**src/hdl/efs_pkg.sv**
```systemverilog
// Package for the escaped field splitter: shared types, constants and sizes.
// Used by the queue, front, back and top modules; not by the RAM or the channel interfaces.
package efs_pkg;

    // Depth of the trailing whitespace buffer and derived widths.
    localparam int PENDING_DEPTH = 16;
    localparam int PEND_AW = (PENDING_DEPTH > 1) ? $clog2(PENDING_DEPTH) : 1;
    localparam int PEND_CW = $clog2(PENDING_DEPTH + 1);

    // Depth of the command queue between the front and back parts.
    localparam int QUEUE_DEPTH = 2;
    localparam int QUEUE_AW = (QUEUE_DEPTH > 1) ? $clog2(QUEUE_DEPTH) : 1;
    localparam int QUEUE_CW = $clog2(QUEUE_DEPTH + 1);

    // Character codes.
    localparam logic [7:0] CHAR_BACKSLASH = 8'h5C;
    localparam logic [7:0] CHAR_SPACE = 8'h20;
    localparam logic [7:0] CHAR_TAB = 8'h09;

    // Configuration register indexes (byte address / 4).
    localparam int CFG_AW = 5;
    localparam logic [2:0] REG_SEPARATOR = 3'd0;
    localparam logic [2:0] REG_SEP_IS_WS = 3'd1;
    localparam logic [2:0] REG_MAX_FIELDS = 3'd2;
    localparam logic [2:0] REG_GROUP_SEPS = 3'd3;
    localparam logic [2:0] REG_TRIM_FIELDS = 3'd4;

    // Reset values of the configuration registers.
    localparam logic [7:0] SEPARATOR_RESET = 8'd44;

    typedef struct packed {
        logic [7:0]  separator;
        logic        sep_is_whitespace;
        logic [15:0] max_fields;
        logic        group_separators;
        logic        trim_fields;
    } t_cfg;

    // Work handed from the front part to the back part.
    typedef enum logic [1:0] {
        OP_CHAR,
        OP_CLOSE,
        OP_FLUSH
    } t_op;

    typedef struct packed {
        t_op                  op;
        logic [7:0]           char_byte;
        logic [15:0]          field_index;
        logic                 overflow;
        logic [PEND_CW-1:0]   pend_count;
    } t_cmd;

    // Write port of the pending whitespace buffer.
    typedef struct packed {
        logic               we;
        logic [PEND_AW-1:0] addr;
        logic [7:0]         data;
    } t_ram_wr;

    // Back part sequencer states.
    typedef enum logic {
        BK_IDLE,
        BK_FLUSH
    } t_bk_state;

    function automatic logic is_ws(input logic [7:0] c);
        return (c == CHAR_SPACE) || (c == CHAR_TAB);
    endfunction

endpackage

```
**src/hdl/efs_in_if.sv**
```systemverilog
// Input channel of the field splitter: one string byte or an end-of-string mark.
// Depends on nothing but the handshake convention valid/ready.
interface efs_in_if;
    logic       valid;
    logic       ready;
    logic [7:0] in_byte;
    logic       end_of_string;

    modport source (output valid, output in_byte, output end_of_string, input ready);
    modport sink (input valid, input in_byte, input end_of_string, output ready);
endinterface

```
**src/hdl/efs_out_if.sv**
```systemverilog
// Output channel of the field splitter: field characters and field-end marks.
// Depends on nothing but the handshake convention valid/ready.
interface efs_out_if;
    logic        valid;
    logic        ready;
    logic        kind;
    logic [7:0]  out_byte;
    logic [15:0] field_index;
    logic        pending_overflow;
    logic        last;

    modport source (output valid, output kind, output out_byte, output field_index,
                    output pending_overflow, output last, input ready);
    modport sink (input valid, input kind, input out_byte, input field_index,
                  input pending_overflow, input last, output ready);
endinterface

```
**src/hdl/efs_ram.sv**
```systemverilog
// Generic single-port-write, single-port-read RAM with a registered read.
// Stand-alone; holds the pending whitespace of the current field.
module efs_ram #(
    parameter int WIDTH = 8,
    parameter int DEPTH = 16
) (
    input  logic                                       i_clk,
    input  logic                                       i_we,
    input  logic [((DEPTH > 1) ? $clog2(DEPTH) : 1)-1:0] i_waddr,
    input  logic [WIDTH-1:0]                           i_wdata,
    input  logic [((DEPTH > 1) ? $clog2(DEPTH) : 1)-1:0] i_raddr,
    output logic [WIDTH-1:0]                           o_rdata
);

    logic [WIDTH-1:0] r_mem [DEPTH];
    logic [WIDTH-1:0] r_rdata;

    // Write port and registered read port.
    always_ff @(posedge i_clk) begin
        if (i_we) begin
            r_mem[i_waddr] <= i_wdata;
        end
        r_rdata <= r_mem[i_raddr];
    end

    assign o_rdata = r_rdata;

endmodule

```
**src/hdl/efs_queue.sv**
```systemverilog
// Short command queue between the front (classify) and back (emit) parts.
// Depends on efs_pkg for the command type and the queue depth.
module efs_queue (
    input  logic         i_clk,
    input  logic         i_rst_n,
    input  logic         i_push,
    input  efs_pkg::t_cmd i_push_cmd,
    input  logic         i_pop,
    output efs_pkg::t_cmd o_head,
    output logic         o_empty,
    output logic         o_full
);
    import efs_pkg::*;

    t_cmd                r_mem [QUEUE_DEPTH];
    logic [QUEUE_AW-1:0] r_wr_ptr;
    logic [QUEUE_AW-1:0] r_rd_ptr;
    logic [QUEUE_CW-1:0] r_count;

    function automatic logic [QUEUE_AW-1:0] ptr_next(input logic [QUEUE_AW-1:0] p);
        return (p == QUEUE_AW'(QUEUE_DEPTH - 1)) ? '0 : p + 1'b1;
    endfunction

    // Storage of the queued commands.
    always_ff @(posedge i_clk) begin
        if (i_push) begin
            r_mem[r_wr_ptr] <= i_push_cmd;
        end
    end

    // Pointers and fill count.
    always_ff @(posedge i_clk) begin
        if (!i_rst_n) begin
            r_wr_ptr <= '0;
            r_rd_ptr <= '0;
            r_count  <= '0;
        end else begin
            if (i_push) begin
                r_wr_ptr <= ptr_next(r_wr_ptr);
            end
            if (i_pop) begin
                r_rd_ptr <= ptr_next(r_rd_ptr);
            end
            if (i_push && !i_pop) begin
                r_count <= r_count + 1'b1;
            end else if (i_pop && !i_push) begin
                r_count <= r_count - 1'b1;
            end
        end
    end

    assign o_head  = r_mem[r_rd_ptr];
    assign o_empty = (r_count == '0);
    assign o_full  = (r_count == QUEUE_CW'(QUEUE_DEPTH));

endmodule

```
**src/hdl/efs_front.sv**
```systemverilog
// Front part: accepts string bytes, tracks field state and queues output work.
// Depends on efs_pkg and efs_in_if; writes the pending whitespace RAM.
module efs_front (
    input  logic            i_clk,
    input  logic            i_rst_n,
    input  efs_pkg::t_cfg   i_cfg,
    efs_in_if.sink          i_in,
    input  logic            i_q_full,
    input  logic            i_flush_done,
    output logic            o_push,
    output efs_pkg::t_cmd   o_cmd,
    output efs_pkg::t_ram_wr o_ram_wr
);
    import efs_pkg::*;

    logic               r_esc;
    logic               r_run;
    logic [15:0]        r_fields;
    logic               r_has_chars;
    logic               r_text_seen;
    logic [PEND_CW-1:0] r_pend_cnt;
    logic               r_ovf;
    logic               r_flush_busy;

    logic               n_esc;
    logic               n_run;
    logic [15:0]        n_fields;
    logic               n_has_chars;
    logic               n_text_seen;
    logic [PEND_CW-1:0] n_pend_cnt;
    logic               n_ovf;
    logic               n_flush_busy;

    logic               accept;
    logic               match;
    logic               room;
    logic [7:0]         c;
    logic [15:0]        fields_inc;

    // New bytes are taken while the queue has room and no flush reads the buffer.
    assign i_in.ready = !i_q_full && !r_flush_busy;
    assign accept     = i_in.valid && i_in.ready;
    assign c          = i_in.in_byte;
    assign match      = i_cfg.sep_is_whitespace ? is_ws(c) : (c == i_cfg.separator);
    assign room       = (i_cfg.max_fields == 16'd0) || (r_fields < i_cfg.max_fields);
    assign fields_inc = (r_fields != 16'hFFFF) ? r_fields + 16'd1 : r_fields;

    // Classification of the transaction and next field state.
    always_comb begin
        n_esc        = r_esc;
        n_run        = r_run;
        n_fields     = r_fields;
        n_has_chars  = r_has_chars;
        n_text_seen  = r_text_seen;
        n_pend_cnt   = r_pend_cnt;
        n_ovf        = r_ovf;
        n_flush_busy = r_flush_busy && !i_flush_done;
        o_push       = 1'b0;
        o_cmd.op          = OP_CHAR;
        o_cmd.char_byte   = c;
        o_cmd.field_index = r_fields;
        o_cmd.overflow    = r_ovf;
        o_cmd.pend_count  = r_pend_cnt;
        o_ram_wr.we   = 1'b0;
        o_ram_wr.addr = r_pend_cnt[PEND_AW-1:0];
        o_ram_wr.data = c;

        if (accept) begin
            if (i_in.end_of_string) begin
                // Close a non-empty field, then return to the start-of-string state.
                if (r_has_chars) begin
                    o_push          = 1'b1;
                    o_cmd.op        = OP_CLOSE;
                    o_cmd.char_byte = 8'd0;
                end
                n_esc       = 1'b0;
                n_run       = 1'b0;
                n_fields    = 16'd0;
                n_has_chars = 1'b0;
                n_text_seen = 1'b0;
                n_pend_cnt  = '0;
                n_ovf       = 1'b0;
            end else if (match && !r_esc && room) begin
                // Separator: close the field unless it continues a grouped run.
                if (!(i_cfg.group_separators && r_run)) begin
                    n_run           = i_cfg.group_separators;
                    o_push          = 1'b1;
                    o_cmd.op        = OP_CLOSE;
                    o_cmd.char_byte = 8'd0;
                    n_fields        = fields_inc;
                    n_has_chars     = 1'b0;
                    n_text_seen     = 1'b0;
                    n_pend_cnt      = '0;
                    n_ovf           = 1'b0;
                end
            end else begin
                n_run = 1'b0;
                if (!r_esc && (c == CHAR_BACKSLASH)) begin
                    // A backslash escapes the next byte and is dropped.
                    n_esc = 1'b1;
                end else begin
                    n_esc       = 1'b0;
                    n_has_chars = 1'b1;
                    if (!i_cfg.trim_fields) begin
                        o_push = 1'b1;
                    end else if (is_ws(c)) begin
                        // Whitespace after text waits in the buffer.
                        if (r_text_seen) begin
                            if (r_pend_cnt < PEND_CW'(PENDING_DEPTH)) begin
                                o_ram_wr.we = 1'b1;
                                n_pend_cnt  = r_pend_cnt + 1'b1;
                            end else begin
                                n_ovf = 1'b1;
                            end
                        end
                    end else begin
                        // Text releases the held whitespace ahead of itself.
                        o_push      = 1'b1;
                        n_pend_cnt  = '0;
                        n_text_seen = 1'b1;
                        if (r_pend_cnt != '0) begin
                            o_cmd.op     = OP_FLUSH;
                            n_flush_busy = 1'b1;
                        end
                    end
                end
            end
        end
    end

    // Field state registers.
    always_ff @(posedge i_clk) begin
        if (!i_rst_n) begin
            r_esc        <= 1'b0;
            r_run        <= 1'b0;
            r_fields     <= 16'd0;
            r_has_chars  <= 1'b0;
            r_text_seen  <= 1'b0;
            r_pend_cnt   <= '0;
            r_ovf        <= 1'b0;
            r_flush_busy <= 1'b0;
        end else begin
            r_esc        <= n_esc;
            r_run        <= n_run;
            r_fields     <= n_fields;
            r_has_chars  <= n_has_chars;
            r_text_seen  <= n_text_seen;
            r_pend_cnt   <= n_pend_cnt;
            r_ovf        <= n_ovf;
            r_flush_busy <= n_flush_busy;
        end
    end

endmodule

```
**src/hdl/efs_back.sv**
```systemverilog
// Back part: turns queued commands into output transactions, reading the
// pending whitespace RAM for flushes. Depends on efs_pkg and efs_out_if.
module efs_back (
    input  logic                        i_clk,
    input  logic                        i_rst_n,
    input  efs_pkg::t_cmd               i_head,
    input  logic                        i_empty,
    output logic                        o_pop,
    output logic                        o_flush_done,
    output logic [efs_pkg::PEND_AW-1:0] o_raddr,
    input  logic [7:0]                  i_rdata,
    efs_out_if.source                   o_out
);
    import efs_pkg::*;

    t_bk_state          r_state;
    t_bk_state          n_state;
    logic [PEND_CW-1:0] r_rd_idx;
    logic [PEND_CW-1:0] n_rd_idx;
    logic               r_rd_ok;
    logic               n_rd_ok;

    logic               r_out_valid;
    logic               r_out_kind;
    logic [7:0]         r_out_byte;
    logic [15:0]        r_out_fidx;
    logic               r_out_ovf;
    logic               r_out_last;

    logic               out_free;
    logic               load;
    logic               ld_kind;
    logic [7:0]         ld_byte;
    logic               ld_last;

    assign out_free = !r_out_valid || o_out.ready;
    assign o_raddr  = r_rd_idx[PEND_AW-1:0];

    // Sequencer state register.
    always_ff @(posedge i_clk) begin
        if (!i_rst_n) begin
            r_state  <= BK_IDLE;
            r_rd_idx <= '0;
            r_rd_ok  <= 1'b0;
        end else begin
            r_state  <= n_state;
            r_rd_idx <= n_rd_idx;
            r_rd_ok  <= n_rd_ok;
        end
    end

    // Next state and output loading.
    always_comb begin
        n_state      = r_state;
        n_rd_idx     = r_rd_idx;
        n_rd_ok      = 1'b1;
        load         = 1'b0;
        ld_kind      = 1'b0;
        ld_byte      = i_head.char_byte;
        ld_last      = 1'b1;
        o_pop        = 1'b0;
        o_flush_done = 1'b0;
        unique case (r_state)
            BK_IDLE: begin
                if (!i_empty && out_free) begin
                    if (i_head.op == OP_FLUSH) begin
                        n_state  = BK_FLUSH;
                        n_rd_idx = '0;
                        n_rd_ok  = 1'b0;
                    end else begin
                        load    = 1'b1;
                        ld_kind = (i_head.op == OP_CLOSE);
                        o_pop   = 1'b1;
                    end
                end
            end
            BK_FLUSH: begin
                if (r_rd_idx == i_head.pend_count) begin
                    // All whitespace sent; the text byte ends the transaction group.
                    if (out_free) begin
                        load         = 1'b1;
                        o_pop        = 1'b1;
                        o_flush_done = 1'b1;
                        n_state      = BK_IDLE;
                    end
                end else if (r_rd_ok && out_free) begin
                    // Read data matches the current address: send it and step on.
                    load     = 1'b1;
                    ld_byte  = i_rdata;
                    ld_last  = 1'b0;
                    n_rd_idx = r_rd_idx + 1'b1;
                    n_rd_ok  = 1'b0;
                end
            end
            default: begin
                n_state = BK_IDLE;
            end
        endcase
    end

    // Output register.
    always_ff @(posedge i_clk) begin
        if (!i_rst_n) begin
            r_out_valid <= 1'b0;
        end else if (load) begin
            r_out_valid <= 1'b1;
        end else if (o_out.ready) begin
            r_out_valid <= 1'b0;
        end
    end

    always_ff @(posedge i_clk) begin
        if (load) begin
            r_out_kind <= ld_kind;
            r_out_byte <= ld_byte;
            r_out_fidx <= i_head.field_index;
            r_out_ovf  <= i_head.overflow;
            r_out_last <= ld_last;
        end
    end

    assign o_out.valid            = r_out_valid;
    assign o_out.kind             = r_out_kind;
    assign o_out.out_byte         = r_out_byte;
    assign o_out.field_index      = r_out_fidx;
    assign o_out.pending_overflow = r_out_ovf;
    assign o_out.last             = r_out_last;

endmodule

```
**src/hdl/escaped_field_splitter_top.sv**
```systemverilog
// A field character or end mark goes through the command queue and the output register.
// Throughput: one byte per cycle while each byte yields at most one transaction and the
// receiver is ready. A byte that releases held whitespace starts a flush that sends each
// held byte via the registered RAM read, then the text byte; input stalls meanwhile.
// Reset: synchronous, active low; clears field state, queue, output and configuration.
// The whitespace RAM is not cleared; only entries written in the current field are read.
module escaped_field_splitter_top (
    input  logic                        i_clk,
    input  logic                        i_rst_n,
    efs_in_if.sink                      i_in,
    efs_out_if.source                   o_out,
    input  logic                        psel,
    input  logic                        penable,
    input  logic                        pwrite,
    input  logic [efs_pkg::CFG_AW-1:0]  paddr,
    input  logic [31:0]                 pwdata,
    output logic [31:0]                 prdata,
    output logic                        pready
);
    import efs_pkg::*;

    t_cfg               r_cfg;
    logic               cfg_wr;
    logic [2:0]         reg_idx;

    logic               q_push;
    t_cmd               q_push_cmd;
    logic               q_pop;
    t_cmd               q_head;
    logic               q_empty;
    logic               q_full;
    logic               flush_done;
    t_ram_wr            ram_wr;
    logic [PEND_AW-1:0] ram_raddr;
    logic [7:0]         ram_rdata;

    // Configuration port: writes land in the access cycle.
    assign pready  = 1'b1;
    assign cfg_wr  = psel && penable && pwrite && pready;
    assign reg_idx = paddr[4:2];

    always_ff @(posedge i_clk) begin
        if (!i_rst_n) begin
            r_cfg.separator         <= SEPARATOR_RESET;
            r_cfg.sep_is_whitespace <= 1'b0;
            r_cfg.max_fields        <= 16'd0;
            r_cfg.group_separators  <= 1'b0;
            r_cfg.trim_fields       <= 1'b0;
        end else if (cfg_wr) begin
            unique case (reg_idx)
                REG_SEPARATOR:   r_cfg.separator         <= pwdata[7:0];
                REG_SEP_IS_WS:   r_cfg.sep_is_whitespace <= pwdata[0];
                REG_MAX_FIELDS:  r_cfg.max_fields        <= pwdata[15:0];
                REG_GROUP_SEPS:  r_cfg.group_separators  <= pwdata[0];
                REG_TRIM_FIELDS: r_cfg.trim_fields       <= pwdata[0];
                default: begin
                end
            endcase
        end
    end

    // Register read-back.
    always_comb begin
        unique case (reg_idx)
            REG_SEPARATOR:   prdata = {24'd0, r_cfg.separator};
            REG_SEP_IS_WS:   prdata = {31'd0, r_cfg.sep_is_whitespace};
            REG_MAX_FIELDS:  prdata = {16'd0, r_cfg.max_fields};
            REG_GROUP_SEPS:  prdata = {31'd0, r_cfg.group_separators};
            REG_TRIM_FIELDS: prdata = {31'd0, r_cfg.trim_fields};
            default:         prdata = 32'd0;
        endcase
    end

    efs_front u_front (
        .i_clk        (i_clk),
        .i_rst_n      (i_rst_n),
        .i_cfg        (r_cfg),
        .i_in         (i_in),
        .i_q_full     (q_full),
        .i_flush_done (flush_done),
        .o_push       (q_push),
        .o_cmd        (q_push_cmd),
        .o_ram_wr     (ram_wr)
    );

    efs_ram #(
        .WIDTH (8),
        .DEPTH (PENDING_DEPTH)
    ) u_pend_ram (
        .i_clk   (i_clk),
        .i_we    (ram_wr.we),
        .i_waddr (ram_wr.addr),
        .i_wdata (ram_wr.data),
        .i_raddr (ram_raddr),
        .o_rdata (ram_rdata)
    );

    efs_queue u_queue (
        .i_clk      (i_clk),
        .i_rst_n    (i_rst_n),
        .i_push     (q_push),
        .i_push_cmd (q_push_cmd),
        .i_pop      (q_pop),
        .o_head     (q_head),
        .o_empty    (q_empty),
        .o_full     (q_full)
    );

    efs_back u_back (
        .i_clk        (i_clk),
        .i_rst_n      (i_rst_n),
        .i_head       (q_head),
        .i_empty      (q_empty),
        .o_pop        (q_pop),
        .o_flush_done (flush_done),
        .o_raddr      (ram_raddr),
        .i_rdata      (ram_rdata),
        .o_out        (o_out)
    );

`ifndef NO_ASSERTIONS
    // The front part never queues work into a full queue.
    a_no_overrun: assert property (@(posedge i_clk) disable iff (!i_rst_n)
        q_push |-> !q_full)
        else $error("command queued while queue full");

    // The back part never pops an empty queue.
    a_no_underrun: assert property (@(posedge i_clk) disable iff (!i_rst_n)
        q_pop |-> !q_empty)
        else $error("command popped from empty queue");

    // A field-end mark carries a zero byte and always ends its group of transactions.
    a_mark_shape: assert property (@(posedge i_clk) disable iff (!i_rst_n)
        (o_out.valid && o_out.kind) |-> (o_out.last && (o_out.out_byte == 8'd0)))
        else $error("malformed field-end mark");

    // The output holds no transaction in the cycle after reset.
    a_reset_quiet: assert property (@(posedge i_clk)
        !i_rst_n |=> !o_out.valid)
        else $error("output valid after reset");
`endif

endmodule

```
**src/flat_wrapper.sv**
```systemverilog
// flat-port wrapper written by rule: the top's interface ports become plain ports
module escaped_field_splitter_top_flat import efs_pkg::*;
  (i_clk, i_rst_n, psel, penable, pwrite, paddr, pwdata, prdata, pready, i_in_valid, i_in_in_byte, i_in_end_of_string, i_in_ready, o_out_valid, o_out_kind, o_out_out_byte, o_out_field_index, o_out_pending_overflow, o_out_last, o_out_ready);
  efs_in_if i_in_i ();
  efs_out_if o_out_i ();
  input  logic i_clk;
  input  logic i_rst_n;
  input  logic psel;
  input  logic penable;
  input  logic pwrite;
  input  logic [efs_pkg::CFG_AW-1:0] paddr;
  input  logic [31:0] pwdata;
  output logic [31:0] prdata;
  output logic pready;
  input wire logic [$bits(i_in_i.valid)-1:0] i_in_valid;
  input wire logic [$bits(i_in_i.in_byte)-1:0] i_in_in_byte;
  input wire logic [$bits(i_in_i.end_of_string)-1:0] i_in_end_of_string;
  output wire logic [$bits(i_in_i.ready)-1:0] i_in_ready;
  output wire logic [$bits(o_out_i.valid)-1:0] o_out_valid;
  output wire logic [$bits(o_out_i.kind)-1:0] o_out_kind;
  output wire logic [$bits(o_out_i.out_byte)-1:0] o_out_out_byte;
  output wire logic [$bits(o_out_i.field_index)-1:0] o_out_field_index;
  output wire logic [$bits(o_out_i.pending_overflow)-1:0] o_out_pending_overflow;
  output wire logic [$bits(o_out_i.last)-1:0] o_out_last;
  input wire logic [$bits(o_out_i.ready)-1:0] o_out_ready;
  assign i_in_i.valid = i_in_valid;
  assign i_in_i.in_byte = i_in_in_byte;
  assign i_in_i.end_of_string = i_in_end_of_string;
  assign i_in_ready = i_in_i.ready;
  assign o_out_valid = o_out_i.valid;
  assign o_out_kind = o_out_i.kind;
  assign o_out_out_byte = o_out_i.out_byte;
  assign o_out_field_index = o_out_i.field_index;
  assign o_out_pending_overflow = o_out_i.pending_overflow;
  assign o_out_last = o_out_i.last;
  assign o_out_i.ready = o_out_ready;
  escaped_field_splitter_top u_core (.i_clk(i_clk), .i_rst_n(i_rst_n), .i_in(i_in_i), .o_out(o_out_i), .psel(psel), .penable(penable), .pwrite(pwrite), .paddr(paddr), .pwdata(pwdata), .prdata(prdata), .pready(pready));
endmodule
```
**config.mk**
```make
export PLATFORM = sky130hd
export DESIGN_NAME = escaped_field_splitter_top_flat
export DESIGN_NICKNAME = d
export VERILOG_FILES = /design/src/hdl/efs_pkg.sv /design/src/hdl/efs_in_if.sv /design/src/hdl/efs_out_if.sv /design/src/hdl/efs_ram.sv /design/src/hdl/efs_queue.sv /design/src/hdl/efs_front.sv /design/src/hdl/efs_back.sv /design/src/hdl/escaped_field_splitter_top.sv /design/src/flat_wrapper.sv
export SDC_FILE = /design/constraint.sdc
export NUM_CORES = 1
export LEC_CHECK = 0
export BUFFER_PORTS_ARGS = -buffer_cell sky130_fd_sc_hd__buf_2
export CAP_MARGIN = 15
export CELL_PAD_IN_SITES_DETAIL_PLACEMENT = 0
export CELL_PAD_IN_SITES_GLOBAL_PLACEMENT = 1
export CORE_MARGIN = 2
export CORE_UTILIZATION = 28
export CTS_CLUSTER_SIZE = 40
export DETAILED_ROUTE_END_ITERATION = 6
export GPL_ROUTABILITY_DRIVEN = 0
export PLACE_DENSITY = 0.52
export SLEW_MARGIN = 20
export SYNTH_ARGS = -nofsm -noshare
export SYNTH_HDL_FRONTEND = slang
export SYNTH_SLANG_ARGS = --single-unit
```
**constraint.sdc**
```tcl
create_clock -name i_clk -period 4.7 [get_ports i_clk]
set_input_delay 0.705 -clock i_clk [delete_from_list [all_inputs] [get_ports i_clk]]
set_output_delay 0.705 -clock i_clk [all_outputs]
set_load 0.01 [all_outputs]
```
* Word-level counts from Yosys, hierarchy flattened
Memories as Yosys holds them, arrays and structs flattened. A register that Yosys moved wholly into a read port is not among the register bits. Index checks and enable logic that the tools add are counted. W data, S select, Z words.
Cells by class: bitwise operators 2, order comparisons 2, equality and inequality tests 25, add/subtract/negate cells 7, reductions and logical operators 49, multiplexer cells 107
Operator list (number):
- $pmux W16 S5 | 1
- $mux W1 | 70
- $mux W16 | 4
- $mux W5 | 12
- $mux W8 | 4
- $mux W10 | 2
- $mux W9 | 2
- $add A16 B1 Y16 const B | 1
- $logic_not A16 Y1 | 1
- $lt A16 B16 Y1 | 1
- $ne A16 B16 Y1 const B | 1
- $mux W2 | 7
- $reduce_and A2 Y1 | 7
- $logic_and A1 B1 Y1 | 13
- $ne A3 B3 Y1 const B | 4
- $add A5 B1 Y5 const B | 2
- $ne A2 B2 Y1 const B | 5
- $pmux W5 S2 | 1
- $reduce_bool A3 Y1 | 3
- $eq A8 B4 Y1 const B | 1
- $eq A8 B6 Y1 const B | 1
- $eq A8 B7 Y1 const B | 1
- $eq A8 B8 Y1 | 1
- $logic_not A1 Y1 | 8
- 26 further kinds | 39
Storage, ports and cells: output and inout bits 62, memories 2, logic and storage cells 219, bits in writable memories 192, register bits after elaboration 93, bits of input ports 53
Memories:
- u_core.u_pend_ram.r_mem | words 16, bits a word 8, read ports 1, clocked after Yosys merged registers in 1, wr ports 1, line efs_ram.sv:15 | logic [WIDTH-1:0] r_mem [DEPTH];
- u_core.u_queue.r_mem | words 2, bits a word 32, read ports 1, clocked after Yosys merged registers in 1, wr ports 1, line efs_queue.sv:15 | t_cmd r_mem [QUEUE_DEPTH];

* Depth between registers and ports, before layout
word-level depth 14, gate-level depth with buffers 12, depth with buffers taken out 12

* Modules after synthesis
A second synthesis with hierarchy kept.
Unflattened totals: cells, all modules 922, area, all modules 13013.7 µm²
Modules (own cells, without submodules):
- efs_ram | seq. area each 4003.8 µm², area an instance 5147.4 µm², times used 1, cells each 229
- efs_queue | seq. area each 2021.9 µm², area an instance 2528.7 µm², times used 1, cells each 122
- efs_front | seq. area each 540.5 µm², area an instance 2379.8 µm², times used 1, cells each 302
- escaped_field_splitter_top | seq. area each 540.5 µm², area an instance 1480.2 µm², times used 1, cells each 171
- efs_back | seq. area each 970.9 µm², area an instance 1477.7 µm², times used 1, cells each 98

* Worst setup path before layout
No wires, ideal clock.
kind register to register, from reg u_core.r_cfg[13] in the netlist's numbering, to mem u_core.u_queue.r_mem[0][0] in the netlist's numbering (enable), buffers on the path 0, data required time 4.275 ns, arrival time 3.787 ns, setup time 0.425 ns, cell stages (with the launch flop) 10, clock period less this slack 4.212 ns, slack 0.488 ns, path through dfxtp_1 > inv_1 > ha_1 > and4_1 > o211ai_1 > o31ai_1 > o31ai_4 > and2_1 > o31ai_1 > nor2b_1
On the way: longest elaborated chain between the ends 8, elaborated cells between the ends (all ways) 9, those cells by class order compare (1); mux (5); reduce/logical (3)
Ends and longest elaborated chain:
- start: declaration | line escaped_field_splitter_top.sv:22 | t_cfg r_cfg;
- $lt A16 B16 Y1 / $logic_not A16 Y1 (equally long branches) | line efs_front.sv:45 | assign room = (i_cfg.max_fields == 16'd0) || (r_fields < i_cfg.max_fields);
- $logic_or A1 B1 Y1 * | line efs_front.sv:45
- $logic_and A1 B1 Y1 * | line efs_front.sv:83 | end else if (match && !r_esc && room) begin
- $mux W1 * | line efs_front.sv:83
- $mux W1 * | line efs_front.sv:69 | if (i_in.end_of_string) begin
- $mux W1 * | line efs_front.sv:68 | if (accept) begin
- $mux W1 * | line efs_queue.sv:26 | if (i_push) begin
- $mux W1 (not written as such) * | line efs_queue.sv:27 | r_mem[r_wr_ptr] <= i_push_cmd;
- end: declaration | line efs_queue.sv:15
Mark *: on every way between the ends. The rest lies on a longest branch, timed or not.

* Worst setup path after layout
from reg u_core.r_cfg[13] in the netlist's numbering, to mem u_core.u_queue.r_mem[0][12] in the netlist's numbering (enable)
Same word-level chain as after synthesis.

==> summary.txt <==
F_max: 266.4 MHz
Initial antenna violation count: 2
Clock latency at the later pin of the worst-skew pair: 0.54 ns
Cts bufs inserted: 36
Register Area: 8079 um2
Detailed Routing Iterations Pass 1: 5
DP HPWL: 20940 um
H-tree depth: 2
Post-synth cell types: 59
Clock sink total: 294
Placed Area: 13580 um2
Port bufs: 79
IO Pins: 115
CP cell instances: inv_1 -> ha_1 -> and4_1 -> o211ai_1 -> o31ai_1 -> o31ai_4 -> and2_1 -> o31ai_1 -> nor2b_2 -> buf_4
Hold Crit Depth: 3
Final Hold Viols: 0
Crit path max-delay family: compound AO/OA/AOI/OAI gates
Actual slew at the worst max-slew pin: 0.9989 ns
Hold Path Class: input pin to flip-flop
Syn avg cell area: 12.94 um2
Post-synthesis cell count: 960
Post-CTS Resized: 0
Post-CTS Setup Inserts: 0
Final setup violation count: 0
Worst Path Arrival: 3.97 ns
Global-route wire length before repair: 47610 um
DR WL/cell: 18.48 um
Multi-input gate area: 4003 um2
Max-capacitance violation count: 0
CP max stage delay: 0.63 ns
R2r setup slk: 0.95 ns
CP Class: flip-flop to flip-flop
Max-slew violation count: 0
Most used cell, CP: o31ai_1
Ys async rst share: 0%
Final worst setup slack: 0.9458 ns
Core footprint: 44030 um2
Number of synthesized flops with an enable pin: 219
Post-layout min period: 3.754 ns
NumNets Final: 1139
Post-synthesis cell area: 12420 um2
Max_slew headroom: 32.90%
Worst EP required: 4.92 ns
Peak supply drop: 0.0002080 V
Most frequent cells in the layout: edfxtp_1, nand2_1, buf_2
CP Capture Type: flip-flop
Worst setup path start: u_core.r_cfg[13]$_SDFFE_PN0P_
Synth Register Bits: 294
Pin count of the biggest net entering global routing: 33
Hold_buf cts: 0
CTS clk-pin slew, worst paths: 0.05 ns
Setup_tns: 0 ns
FP Rows: 77
Vias: 7713
Root buffer cell: clkbuf_16
Yosys warns: 0
Layout fillers: 4392
Die X: 214.7 um
Startpoint Class: flip-flop
Hold Crit Start: pwdata[5]
Status: completed
Worst hold endpoint: u_core.r_cfg[24]$_SDFFE_PN1P_
ANT cells: 0
Primary FF master, synth: edfxtp_1
Reg2Reg Depth: 10
Final Util: 33.41%
Global-route usage over all layers: 13.54%
CP max FO: 15
Dpl cells: 1618
Reg2reg start: u_core.r_cfg[13]$_SDFFE_PN0P_
Post-layout instance area: 14710 um2
Vias/cell: 4.583
Die area: 46070 um2
ANT nets after route: 0
Die Height: 214.7 um
Seq/Total Area, Yosys: 65.02%
Clk buf depth: 3
Crit Reg-Reg Endpoint: u_core.u_queue.r_mem[0][12]$_DFFE_PP_
DRC Markers: 0
CP bufs+invs: 2
Area delta synth->final: 18.41%
Commonest non-fill, non-tap cell in the layout: edfxtp_1
CTS tree: yes
Placement Setup Slack: 0.7348 ns
Final Cycle Share: 79.88%
Clock Skew: 0.02822 ns
Lkg Pwr: 0.004953 uW
DR iter-0 viols: 469
Pwr/cell area: 440.7 nW/um2
Layout Cells excl Fill: 1683
Effective utilization at floorplan: 28.22%
Routed Wire Length: 31100 um
RSZ-0062 raised after global routing: no
Slowest cell on the critical path: o31ai_1
Grt ovf: 0
Share of layout cells above drive strength 1: 19.52%
Vias in the first global route: 7626
## worst register-to-register path: stages, from the launching register on
cell	delay, ns
dfxtp_1	0.37
inv_1	0.08
ha_1	0.31
and4_1	0.27
o211ai_1	0.11
o31ai_1	0.63
o31ai_4	0.19
and2_1	0.24
o31ai_1	0.62
nor2b_2	0.34
buf_4	0.28
## per-layer routing
| metal | GRT usage (%) | vias to the layer above | share of wire (%) |
|---|---|---|---|
| met1 | 19.34 | 3786 | 49 |
| met3 | 2.738 | 34 | 4.0 |
| li1 | - | 3757 | - |
| met5 | 0 | - | 0 |
| met4 | 3.634 | 0 | 1.7 |
| met2 | 20.92 | 136 | 45 |
## power by group
| group | leakage, uW | switching, uW | internal (uW) |
|---|---|---|---|
| registers | 0.00262 | 80.3 | 3030 |
| logic | 0.00178 | 451 | 282 |
| clock network | 0.000560 | 1070 | 1570 |
| total | 0.00495 | 1600 | 4880 |
## state kept, by name, indices dropped and copies added, names as in the netlist, 5 cells and up, named ones only
| name | cells |
|---|---|
| u_core.u_pend_ram.o_rdata | 8 |
| u_core.u_pend_ram.r_mem | 128 |
| u_core.u_back.o_out.field_index | 16 |
| u_core.u_front.r_fields | 16 |
| u_core.u_front.r_pend_cnt | 5 |
| u_core.u_back.o_out.out_byte | 8 |
| u_core.r_cfg | 27 |
| u_core.u_queue.r_mem | 64 |
| u_core.u_back.r_rd_idx | 5 |
## synthesized netlist by cell type, drive strengths merged (2+ instances only)
| cell type | count | area, um2 |
|---|---|---|
| a2111oi | 3 | 32.53 |
| a211oi | 3 | 22.52 |
| a21o | 2 | 15.01 |
| a21oi | 66 | 330.3 |
| a221oi | 8 | 70.07 |
| a22o | 2 | 17.52 |
| a22oi | 8 | 60.06 |
| a31oi | 6 | 37.54 |
| a32oi | 2 | 17.52 |
| and2 | 14 | 87.58 |
| and3 | 9 | 56.30 |
| and4 | 5 | 43.79 |
| buf | 26 | 163.9 |
| clkbuf | 36 | 135.1 |
| conb | 2 | 7.510 |
| dfxtp | 75 | 1501 |
| edfxtp | 219 | 6576 |
| ha | 22 | 275.3 |
| inv | 29 | 108.9 |
| mux2 | 21 | 236.5 |
| mux2i | 54 | 540.5 |
| mux4 | 16 | 360.4 |
| nand2 | 99 | 371.6 |
| nand2b | 9 | 56.30 |
| nand3 | 19 | 95.09 |
| nand4 | 8 | 50.05 |
| nor2 | 64 | 240.2 |
| nor2b | 4 | 25.02 |
| nor3 | 11 | 55.05 |
| nor4 | 7 | 43.79 |
| nor4b | 2 | 17.52 |
| o2111ai | 2 | 17.52 |
| o211ai | 5 | 37.54 |
| o21a | 4 | 30.03 |
| o21ai | 33 | 165.2 |
| o22ai | 2 | 12.51 |
| o311a | 2 | 20.02 |
| o311ai | 3 | 26.28 |
| o31ai | 5 | 51.30 |
| o32ai | 3 | 26.28 |
| or2 | 2 | 12.51 |
| or3 | 19 | 118.9 |
| xnor2 | 12 | 105.1 |
| xor2 | 7 | 61.31 |
## cell type report
class                           instances  share of cell area (%)
Timing Repair Buffer                  113                   4.423
Clock buffer                           48                   6.846
Tap cell                              592                   5.035
Sequential cell                       294                   54.92
Inverter                               29                  0.7399
Clock inverter                         17                  0.8335
Multi-Input combinational cell        590                   27.21
## kinds of logic after synthesis
logic type | count (synthesis) | synth area share [%]
DFF | 294 | 65.02
and+or+nand+nor | 276 | 10.51
AOI/OAI and AO/OA | 165 | 8.419
muxes | 91 | 9.154
buffers and inverters | 91 | 3.283
adders and majority gates | 22 | 2.215
xor gates and xnor gates | 19 | 1.339
other | 2 | 0.06045
## worst max path at each step
stage | to | slack (ns) | cells after the start
after floorplan | u_core.u_queue.r_mem[0][0]$_DFFE_PP_ | 0.49 | 9
after global placement | u_core.u_pend_ram.r_mem[5][3]$_DFFE_PP_ | 0.81 | 8
after detailed placement | u_core.u_pend_ram.r_mem[4][3]$_DFFE_PP_ | 0.73 | 8
after CTS | u_core.u_pend_ram.r_mem[4][5]$_DFFE_PP_ | 0.88 | 9
after global routing | u_core.u_pend_ram.r_mem[5][1]$_DFFE_PP_ | 0.69 | 8
final | u_core.u_queue.r_mem[0][12]$_DFFE_PP_ | 0.95 | 10
## per-stage QoR
step                hold slack [ns]  power [uW]
floorplan                    0.4260        3618
global placement             0.4394        3918
detailed placement           0.4449        3923
CTS                          0.3833        6589
global route                 0.4047        6767
finish                       0.4152        6484
(Power assumes the default switching activity.)
